==> config.mk <==
export PLATFORM = sky130hd
export DESIGN_NAME = base64_codec_top
export DESIGN_NICKNAME = d
export VERILOG_FILES = /design/src/hdl/b64_pkg.sv /design/src/hdl/b64_front.sv /design/src/hdl/b64_queue.sv /design/src/hdl/b64_back.sv /design/src/hdl/base64_codec_top.sv
export SDC_FILE = /design/constraint.sdc
export NUM_CORES = 1
export LEC_CHECK = 0
export ABC_CLOCK_PERIOD_IN_PS = 8000
export BUFFER_PORTS_ARGS = -buffer_cell sky130_fd_sc_hd__buf_2
export CAP_MARGIN = 40
export CORE_MARGIN = 2
export CORE_UTILIZATION = 60
export CTS_CLUSTER_DIAMETER = 200
export DETAILED_ROUTE_END_ITERATION = 8
export PLACE_DENSITY = 0.76
export SKIP_LAST_GASP = 1
export SYNTH_ARGS = -nofsm -noshare
export SYNTH_HDL_FRONTEND = slang
export SYNTH_HIERARCHICAL = 1
export SYNTH_SLANG_ARGS = --single-unit
==> constraint.sdc <==
create_clock -name clk -period 8 [get_ports clk]
set_input_delay 0.4 -clock clk [delete_from_list [all_inputs] [get_ports clk]]
set_output_delay 0.4 -clock clk [all_outputs]
set_load 0.01 [all_outputs]
==> src/hdl/b64_pkg.sv <==
// ----------------------------------------------------------------------------
// b64_pkg
// Shared types, codes and alphabet helpers for the Base64 codec.
// ----------------------------------------------------------------------------
package b64_pkg;

  // mode register codes
  localparam logic MODE_ENC = 1'b0;
  localparam logic MODE_DEC = 1'b1;

  // result status codes
  localparam logic [1:0] ST_OK       = 2'd0;
  localparam logic [1:0] ST_BAD_CHAR = 2'd1;
  localparam logic [1:0] ST_BAD_LEN  = 2'd2;

  // character lookup codes beyond the 64 alphabet values
  localparam logic [7:0] SEXTET_PAD = 8'd64;
  localparam logic [7:0] SEXTET_BAD = 8'd255;

  localparam logic [7:0] PAD_CHAR = 8'h3D;

  // default depth of the group queue between front and back
  localparam int QUEUE_DEPTH_DEF = 2;

  // input beat
  typedef struct packed {
    logic [7:0] data_byte;
    logic       last_item;
  } in_item_t;

  // output beat
  typedef struct packed {
    logic [7:0] out_byte;
    logic       out_last;
    logic [1:0] status;
  } out_item_t;

  // one finished group, handed from front to back
  typedef struct packed {
    logic [3:0][7:0] vals;    // vals[0] goes out first
    logic [1:0]      cnt_m1;  // number of results minus one
    logic            last;
    logic [1:0]      status;
  } grp_t;

  // sextet value to alphabet character
  function automatic logic [7:0] b64_char(input logic [5:0] v);
    logic [7:0] c;
    c = 8'h2F;
    if (v < 6'd26)      c = 8'h41 + {2'b00, v};
    else if (v < 6'd52) c = 8'h61 + {2'b00, v} - 8'd26;
    else if (v < 6'd62) c = 8'h30 + {2'b00, v} - 8'd52;
    else if (v == 6'd62) c = 8'h2B;
    return c;
  endfunction

  // character to sextet value, or the pad and bad codes
  function automatic logic [7:0] b64_sextet(input logic [7:0] c);
    logic [7:0] s;
    s = SEXTET_BAD;
    if (c >= 8'h41 && c <= 8'h5A)      s = c - 8'h41;
    else if (c >= 8'h61 && c <= 8'h7A) s = c - 8'h61 + 8'd26;
    else if (c >= 8'h30 && c <= 8'h39) s = c - 8'h30 + 8'd52;
    else if (c == 8'h2B)               s = 8'd62;
    else if (c == 8'h2F)               s = 8'd63;
    else if (c == PAD_CHAR)            s = SEXTET_PAD;
    return s;
  endfunction

endpackage

==> src/hdl/b64_front.sv <==
// ----------------------------------------------------------------------------
// b64_front
// Accepts input beats, gathers groups and turns a finished group into a
// descriptor of up to four result bytes for the back end.
// ----------------------------------------------------------------------------
module b64_front import b64_pkg::*; (
  input  logic     clk,
  input  logic     rst,
  input  logic     cfg_valid,
  output logic     cfg_ready,
  input  logic     cfg_data,
  input  logic     in_valid,
  output logic     in_stall,
  input  in_item_t in_data,
  input  logic     q_full,
  output logic     q_push,
  output grp_t     q_wdata
);

  logic        mode;
  logic [23:0] group_bits, group_bits_next;
  logic [1:0]  group_count, group_count_next;
  logic        bad_char_seen, bad_char_seen_next;
  logic        pad_third, pad_third_next;

  logic        accept;
  logic        done;
  logic [7:0]  sx;
  logic        is_pad;
  logic        is_bad;
  logic        bad_new;
  logic [5:0]  s0;
  logic [2:0]  n;
  logic [23:0] enc_bits;
  logic [23:0] dec_bits;
  logic [1:0]  pads;
  logic [1:0]  dec_cnt_m1;
  grp_t        grp;

  assign cfg_ready = 1'b1;
  assign in_stall  = q_full;
  assign accept    = in_valid && !in_stall;

  // classify the beat and build the group descriptor
  always_comb begin
    sx       = b64_sextet(in_data.data_byte);
    is_pad   = (sx == SEXTET_PAD);
    is_bad   = (sx == SEXTET_BAD);
    bad_new  = bad_char_seen | is_bad;
    s0       = (is_pad || is_bad) ? 6'd0 : sx[5:0];
    n        = {1'b0, group_count} + 3'd1;
    dec_bits = {group_bits[17:0], s0};

    // encode: align a short group to the top and count the pads
    enc_bits = {group_bits[15:0], in_data.data_byte};
    pads     = 2'd0;
    case (n)
      3'd1: begin
        enc_bits = {in_data.data_byte, 16'h0000};
        pads     = 2'd2;
      end
      3'd2: begin
        enc_bits = {group_bits[7:0], in_data.data_byte, 8'h00};
        pads     = 2'd1;
      end
      default: begin
        pads = 2'd0;
      end
    endcase

    dec_cnt_m1 = 2'd2 - {1'b0, in_data.last_item & is_pad}
                      - {1'b0, in_data.last_item & pad_third};

    grp = '0;
    if (mode == MODE_ENC) begin
      done          = (n == 3'd3) || in_data.last_item;
      grp.vals[0]   = b64_char(enc_bits[23:18]);
      grp.vals[1]   = b64_char(enc_bits[17:12]);
      grp.vals[2]   = (pads == 2'd2) ? PAD_CHAR : b64_char(enc_bits[11:6]);
      grp.vals[3]   = (pads != 2'd0) ? PAD_CHAR : b64_char(enc_bits[5:0]);
      grp.cnt_m1    = 2'd3;
      grp.last      = in_data.last_item;
      grp.status    = ST_OK;
    end else begin
      done = (n == 3'd4) || in_data.last_item;
      if (n == 3'd4) begin
        grp.vals[0] = dec_bits[23:16];
        grp.vals[1] = dec_bits[15:8];
        grp.vals[2] = dec_bits[7:0];
        grp.cnt_m1  = dec_cnt_m1;
        grp.last    = in_data.last_item;
        grp.status  = bad_new ? ST_BAD_CHAR : ST_OK;
      end else begin
        // short final group: a single error beat
        grp.cnt_m1  = 2'd0;
        grp.last    = 1'b1;
        grp.status  = ST_BAD_LEN;
      end
    end

    q_push  = accept && done;
    q_wdata = grp;
  end

  // group state update
  always_comb begin
    group_bits_next    = group_bits;
    group_count_next   = group_count;
    bad_char_seen_next = bad_char_seen;
    pad_third_next     = pad_third;
    if (accept) begin
      if (done) begin
        group_bits_next  = '0;
        group_count_next = '0;
        pad_third_next   = 1'b0;
        if (mode == MODE_DEC && !in_data.last_item) bad_char_seen_next = bad_new;
        else                                          bad_char_seen_next = 1'b0;
      end else begin
        group_count_next = n[1:0];
        if (mode == MODE_ENC) begin
          group_bits_next = {group_bits[15:0], in_data.data_byte};
        end else begin
          group_bits_next    = dec_bits;
          bad_char_seen_next = bad_new;
          if (n == 3'd3) pad_third_next = is_pad;
        end
      end
    end
  end

  // mode register and group state
  always_ff @(posedge clk) begin
    if (rst) begin
      mode          <= MODE_ENC;
      group_bits    <= '0;
      group_count   <= '0;
      bad_char_seen <= 1'b0;
      pad_third     <= 1'b0;
    end else if (cfg_valid && cfg_ready) begin
      mode          <= cfg_data;
      group_bits    <= '0;
      group_count   <= '0;
      bad_char_seen <= 1'b0;
      pad_third     <= 1'b0;
    end else begin
      group_bits    <= group_bits_next;
      group_count   <= group_count_next;
      bad_char_seen <= bad_char_seen_next;
      pad_third     <= pad_third_next;
    end
  end

endmodule

==> src/hdl/b64_queue.sv <==
// ----------------------------------------------------------------------------
// b64_queue
// Short first-in first-out queue of group descriptors between front and back.
// ----------------------------------------------------------------------------
module b64_queue import b64_pkg::*; #(
  parameter int DEPTH = QUEUE_DEPTH_DEF
) (
  input  logic clk,
  input  logic rst,
  input  logic push,
  input  grp_t wdata,
  input  logic pop,
  output grp_t rdata,
  output logic full,
  output logic empty
);

  localparam int PTR_W = (DEPTH > 1) ? $clog2(DEPTH) : 1;
  localparam int CNT_W = $clog2(DEPTH + 1);

  grp_t             slots [DEPTH];
  logic [PTR_W-1:0] wr_ptr;
  logic [PTR_W-1:0] rd_ptr;
  logic [CNT_W-1:0] fill;

  assign full  = (fill == CNT_W'(DEPTH));
  assign empty = (fill == '0);
  assign rdata = slots[rd_ptr];

  // storage
  always_ff @(posedge clk) begin
    if (push && !full) slots[wr_ptr] <= wdata;
  end

  // pointers and fill level
  always_ff @(posedge clk) begin
    if (rst) begin
      wr_ptr <= '0;
      rd_ptr <= '0;
      fill   <= '0;
    end else begin
      if (push && !full) begin
        wr_ptr <= (wr_ptr == PTR_W'(DEPTH - 1)) ? '0 : wr_ptr + 1'b1;
      end
      if (pop && !empty) begin
        rd_ptr <= (rd_ptr == PTR_W'(DEPTH - 1)) ? '0 : rd_ptr + 1'b1;
      end
      if ((push && !full) && !(pop && !empty))      fill <= fill + 1'b1;
      else if (!(push && !full) && (pop && !empty)) fill <= fill - 1'b1;
    end
  end

endmodule

==> src/hdl/b64_back.sv <==
// ----------------------------------------------------------------------------
// b64_back
// Walks the head descriptor and sends its bytes one beat per cycle, while
// the output is not stalled, through the output register.
// ----------------------------------------------------------------------------
module b64_back import b64_pkg::*; (
  input  logic      clk,
  input  logic      rst,
  input  grp_t      q_rdata,
  input  logic      q_empty,
  output logic      q_pop,
  output logic      out_valid,
  input  logic      out_stall,
  output out_item_t out_data
);

  logic [1:0] idx;
  logic       load;
  logic       at_end;

  assign load   = !out_valid || !out_stall;
  assign at_end = (idx == q_rdata.cnt_m1);
  assign q_pop  = load && !q_empty && at_end;

  // byte index within the head group
  always_ff @(posedge clk) begin
    if (rst) begin
      idx       <= '0;
      out_valid <= 1'b0;
    end else if (load) begin
      out_valid <= !q_empty;
      if (!q_empty) idx <= at_end ? 2'd0 : idx + 2'd1;
    end
  end

  // output payload register
  always_ff @(posedge clk) begin
    if (load && !q_empty) begin
      out_data.out_byte <= q_rdata.vals[idx];
      out_data.out_last <= q_rdata.last && at_end;
      out_data.status   <= q_rdata.status;
    end
  end

endmodule

==> src/hdl/base64_codec_top.sv <==
// ----------------------------------------------------------------------------
// base64_codec_top
// Streaming Base64 encoder and decoder with the standard alphabet.
// ----------------------------------------------------------------------------
// The block takes one byte per cycle while the group queue has room and
// sends one result per cycle while the output is not stalled. In encode
// mode every three bytes (or a short final group) become four characters,
// so the single-beat output port sets the pace. In decode mode every four
// characters become up to three bytes and input runs at one byte per
// cycle while the queue has room. A result passes through a queue slot
// and the output register. Writing mode clears any partly gathered group.
module base64_codec_top import b64_pkg::*; #(
  parameter int QUEUE_DEPTH = QUEUE_DEPTH_DEF
) (
  input  logic      clk,
  input  logic      rst,
  input  logic      cfg_valid,
  output logic      cfg_ready,
  input  logic      cfg_data,
  input  logic      in_valid,
  output logic      in_stall,
  input  in_item_t  in_data,
  output logic      out_valid,
  input  logic      out_stall,
  output out_item_t out_data
);

  logic q_full;
  logic q_empty;
  logic q_push;
  logic q_pop;
  grp_t q_wdata;
  grp_t q_rdata;

  // gathering and classification
  b64_front u_front (
    .clk       (clk),
    .rst       (rst),
    .cfg_valid (cfg_valid),
    .cfg_ready (cfg_ready),
    .cfg_data  (cfg_data),
    .in_valid  (in_valid),
    .in_stall  (in_stall),
    .in_data   (in_data),
    .q_full    (q_full),
    .q_push    (q_push),
    .q_wdata   (q_wdata)
  );

  // group queue
  b64_queue #(
    .DEPTH (QUEUE_DEPTH)
  ) u_queue (
    .clk   (clk),
    .rst   (rst),
    .push  (q_push),
    .wdata (q_wdata),
    .pop   (q_pop),
    .rdata (q_rdata),
    .full  (q_full),
    .empty (q_empty)
  );

  // result sequencing
  b64_back u_back (
    .clk       (clk),
    .rst       (rst),
    .q_rdata   (q_rdata),
    .q_empty   (q_empty),
    .q_pop     (q_pop),
    .out_valid (out_valid),
    .out_stall (out_stall),
    .out_data  (out_data)
  );

endmodule

### After elaboration in Yosys (flattened, before gate mapping)

Memories as Yosys holds them, arrays and structs flattened. A register that Yosys moved wholly into a read port is not among the register bits.
Cells that the tools add are included.
W data, S select, Z words.

| storage, ports and cells | value |
|---|---|
| flip-flop bits (word level) | 41 |
| latch bits | 0 |
| RAM bits | 74 |
| ROM bits | 0 |
| output and inout bits | 14 |
| word-level logic and storage cells | 172 |
| memories | 1 |

| cells by class | value |
|---|---|
| add/sub/neg operators | 33 |
| $mul | 0 |
| div/mod/pow operators | 0 |
| magnitude comparators | 19 |
| equality and inequality tests | 16 |
| shift-type cells | 0 |
| multiplexer cells | 53 |
| bitwise logic cells | 4 |
| reduce and logical (&&, ||, !) cells | 33 |

Memory list:

| memory | words | width | read ports | clocked after Yosys merged registers in | write ports | line | RTL |
|---|---|---|---|---|---|---|---|
| u_queue.slots | 2 | 37 | 1 | 1 | 1 | b64_queue.sv:21 | `grp_t slots [DEPTH];` |

Operators with widths:

| cell | number |
|---|---|
| $mux W8 | 22 |
| $add A7 B6 Y8 const A | 8 |
| $lt A6 B6 Y1 const B | 8 |
| $pmux W24 S2 | 1 |
| $sub A8 B6 Y8 const B | 5 |
| $mux W18 | 2 |
| $sub A8 B5 Y8 const B | 4 |
| $mux W29 | 1 |
| $add A6 B6 Y7 const A | 4 |
| $eq A6 B6 Y1 const B | 4 |
| $eq A8 B6 Y1 const B | 3 |
| $lt A6 B5 Y1 const B | 4 |
| $mux W24 | 1 |
| $bmux W8 S2 | 1 |
| $ge A8 B7 Y1 const B | 2 |
| $le A8 B7 Y1 const B | 2 |
| $sub A8 B7 Y8 const B | 2 |
| $mux W1 | 14 |
| $logic_and A1 B1 Y1 | 13 |
| $mux W3 | 4 |
| $add A8 B5 Y8 const B | 1 |
| $add A8 B6 Y8 const B | 1 |
| $eq A8 B7 Y1 const B | 1 |
| $eq A8 B8 Y1 const B | 1 |
| other kinds (28) | 49 |

### Logic depth before layout (Yosys ltp)

| depth | value |
|---|---|
| depth after elaboration | 13 |
| gate-level depth with buffers | 15 |
| gate-level depth less buffers | 13 |

### Cells and area by module

The synthesis kept the hierarchy.

Modules (own cells, without submodules):

| module | instances | cells an instance | area an instance (µm²) | sequential area each (µm²) |
|---|---|---|---|---|
| b64_front | 1 | 576 | 3857.4 | 460.4 |
| b64_queue | 1 | 140 | 2884.0 | 2322.2 |
| b64_back | 1 | 42 | 691.9 | 390.4 |

### Worst setup path after synthesis

OpenSTA, ideal clock, no wires.

| path | value |
|---|---|
| path kind | input -> register |
| start point | in in_data[4] (netlist bit) |
| end point | mem u_queue/slots[0][3] (netlist bit), data pin |
| setup time | 0.274 ns |
| data arrival time | 2.834 ns |
| slack | 4.892 ns |
| cell stages on the path | 13 |
| buffers on the path | 1 |
| cell sequence | clkbuf_1 > inv_1 > ha_1 > and4bb_2 > or3_1 > nor2_1 > a221o_1 > a211oi_1 > nor4_1 > nand3_1 > ha_1 > nand2_1 > nand2_1 |

RTL lines:

| what | line | RTL |
|---|---|---|
| start: declaration | base64_codec_top.sv:22 | `input in_item_t in_data,` |
| end: declaration | b64_queue.sv:21 |  |

==> metrics.yaml <==
cpMostUsedCell: "a21oi_1"
cap_violations: 0
nets: 814
die_area_sq_um: 13300
initial_utilization_pct: 61.63
grt_max_degree: 57
cts_root_buffer: "clkbuf_16"
area_growth_pct: 10.20
grt_pass1_vias: 5944
p_per_area_nw_per_um2: 209.4
total_power_mw: 1.715
peakVddDrop_mv: 0.1390
post_cts_resized: 0
num-fill-cells: 954
crit_required_ps: 8200
io-pin-count: 29
vias_per_cell: 6.595
dpl.hpwl_mm: 13.98
sw_frac_of_total_pct: 26.49
pwr-share-seq_pct: 42.0
slew_violations: 0
drc_errors: 0
p_sw_mw: 0.4544
path_cells: "inv_1, ha_1, nor2_1, buf_4, a21oi_1, nor3_1, a21o_1, a2111oi_0, a21oi_1, o21ai_0"
hold_path_class: "input pin to flip-flop"
worst-setup-path-type: "flip-flop to flip-flop"
diodes: 0
final_hold_viol_count: 0
drive_gt1_share_pct: 16.34
postCtsSetupRepairBufs: 0
drtPass1Iterations: 6
p_int_mw: 1.261
grt.overflow.total: 0
synth.distinct_cells: 74
dr_total_vias: 6232
clockBufferDepth: 2
cts_sinks: 116
ctsHoldBuffers: 0
cp_num_buf_inv: 2
h-tree-depth: 4
slew_headroom_pct: 41.17
die_w_um: 115.3
die_y_um: 115.3
seq_area_frac_synth_pct: 42.69
status: "completed"
timing.final.crit_period_ps: 4016
wire_per_inst_um: 21.30
io_buffers: 27
period_share_pct: 50.20
synthArstFlopShare_pct: 0
p_leak_nw: 2.964
numCtsBuffers: 17
cp_max_fo: 29
synth_enable_flop_cells: 85
postSynthCellCount: 758
antenna_left: 0
clock_latency_ps: 410
cp_top_family: "compound AO/OA/AOI/OAI gates"
max_freq_mhz: 249.0
num_rows: 40
synth_flop_cell: "edfxtp_1"
clk_pin_slew_worst_paths_ps: 60
grt.total_usage_pct: 30.88
worst_setup_path_end_kind: "flip-flop"
ys_seq_elements: 116
finClkSkew_ps: 6.587
syn-num-nets: 808
crit_slowest_cell: "ha_1"
setup_violations: 0
startpoint_type: "flip-flop"
grt_pass1_wl_mm: 31.26
arrival_ps: 4220
fin_ws_ps: 3984
ys_warn_count: 6
multi_input_area_sq_um: 3902
seq_area_sq_um: 3174
cp_slowest_stage_delay_ps: 740
tightest_slew_ps: 882.5
cts_tree: "yes"
clkPwrFrac_pct: 42.6
antenna_found_initial: 0
fin_setup_tns_ps: 0
p_comb_share_pct: 15.4
totalWireLength_mm: 20.13
rsz0062_at_grt: "no"
synthesis.area_sq_um: 7433
place_congestion: 0.9556
avgSynthCellArea_sq_um: 9.807
coreArea_sq_um: 12060
place_ws_ps: 4147
drtIter0Drc: 694
-- worst reg2reg max path: cells and delay by family, from the launching register on --
kind	cells	cell delay, ps
fa+ha+maj	1	740
buf+inv	2	380
simple gates	2	550
compound gates	5	1810
flops	1	330
-- cell usage in the layout, fill, tap and decap left out, types with 9 or more instances in the layout --
cell,count
a22o_1,13
a21oi_1,60
nand3_1,18
o21ai_0,28
inv_1,36
mux2_2,38
nor4_1,13
a21o_1,13
a31oi_1,13
mux2i_1,17
ha_1,35
buf_2,28
nand2_1,79
dfxtp_1,30
clkbuf_16,17
nor3_1,31
edfxtp_1,85
nor3b_1,9
nor2_1,48
xor2_1,9
-- sequential cells by signal, indices dropped and copies added, names as in the netlist, named ones only --
signal	flops
u_queue/rd_ptr	1
u_front/group_count	2
u_front/pad_third	1
u_back/out_data	11
u_back/idx	2
u_queue/fill	2
u_back/out_valid	1
u_queue/slots	74
u_queue/wr_ptr	1
u_front/mode	1
u_front/bad_char_seen	1
u_front/group_bits	18
-- layer usage --
| layer | part of all wire, % | global-route usage [%] | vias to the layer above |
|---|---|---|---|
| li1 | - | - | 2853 |
| met1 | 43 | 41.99 | 3031 |
| met2 | 49 | 50.72 | 319 |
| met3 | 6.7 | 5.430 | 29 |
| met4 | 1.5 | 9.317 | 0 |
| met5 | 0 | 0 | - |
-- power groups by stage --
| stage | sequential [mW] | clock, mW | combinational [mW] |
|---|---|---|---|
| 3_3_place_gp | 0.729 | 0 | 0.250 |
| 3_5_place_dp | 0.732 | 0 | 0.257 |
| 5_1_grt | 0.724 | 0.762 | 0.285 |
| 2_1_floorplan | 0.725 | 0 | 0.186 |
| 6_report | 0.720 | 0.730 | 0.265 |
| 4_1_cts | 0.720 | 0.738 | 0.261 |
-- area by class of cell --
| class | instances | area share [%] |
|---|---|---|
| clock buffers | 20 | 5.453 |
| clock inverters | 12 | 1.589 |
| inverters | 36 | 1.650 |
| multi-input cells | 558 | 47.64 |
| flip-flops and latches | 116 | 38.75 |
| well taps | 168 | 2.566 |
| repair buffers | 35 | 2.352 |
-- through the flow --
stage	area [sq um]	utilization (%)	hold slack, ps	instances
2_1_floorplan	7433	-	451.6	758
3_3_place_gp	7602	63.03	458.2	911
3_5_place_dp	7615	63.13	483.7	913
4_1_cts	8192	67.91	224.4	945
5_1_grt	8192	67.91	249.4	945
6_report	8192	67.91	229.5	945
-- kinds of logic after synthesis --
family / count (synthesis) / share of synthesized area [%]
AOI/OAI and AO/OA: 193 / 17.39
xor gates and xnor gates: 17 / 2.003
adders and majority gates: 35 / 5.891
buffers and inverters: 84 / 4.814
DFF: 116 / 42.69
muxes: 63 / 10.47
other: 1 / 0.05045
and+or+nand+nor: 249 / 16.70
-- final timing paths --
check / from / endpoint / slack [ps] / cells past startpoint
max: u_front/group_count[1] / u_queue/slots[0][17] / 3980 / 10
min: cfg_data / u_front/mode / 230 / 3
max reg2reg: u_front/group_count[1] / u_queue/slots[0][17] / 3980 / 10
min reg2reg: u_front/group_count[1] / u_front/group_count[1] / 490 / 2
-- cells in the mapped netlist (3+ instances only) --
master      n  area share [%]
a211oi_1    6            0.61
mux2_2     38             5.8
o21ai_0    28             1.9
buf_4       6            0.61
clkbuf_1   24             1.2
or2_2       4            0.34
a2111oi_0   6            0.71
nand3_1    18             1.2
o22ai_1     3            0.25
ha_1       35             5.9
a21oi_1    60             4.0
o21a_1      5            0.51
mux4_2      8             2.4
nor2_1     48             2.4
buf_2      10            0.67
and2_1      7            0.59
o211ai_1    6            0.61
xor2_1      9             1.1
dfxtp_1    31             8.3
o221ai_1    7            0.82
nor4_1     13             1.1
buf_1       7            0.35
nand2b_1    7            0.59
nand2_1    79             4.0
or3_1       7            0.59
a221o_1     3            0.40
a22o_1     13             1.5
nor2b_1     4            0.34
nand4_1     8            0.67
a221oi_1    3            0.35
mux2i_1    17             2.3
a21o_1     13             1.3
nor3b_1     9            0.91
xnor2_1     8            0.94
a31oi_1    13             1.1
inv_1      36             1.8
edfxtp_1   85              34
nor3_1     31             2.1
No activity file was read; power rests on OpenSTA's default activity.
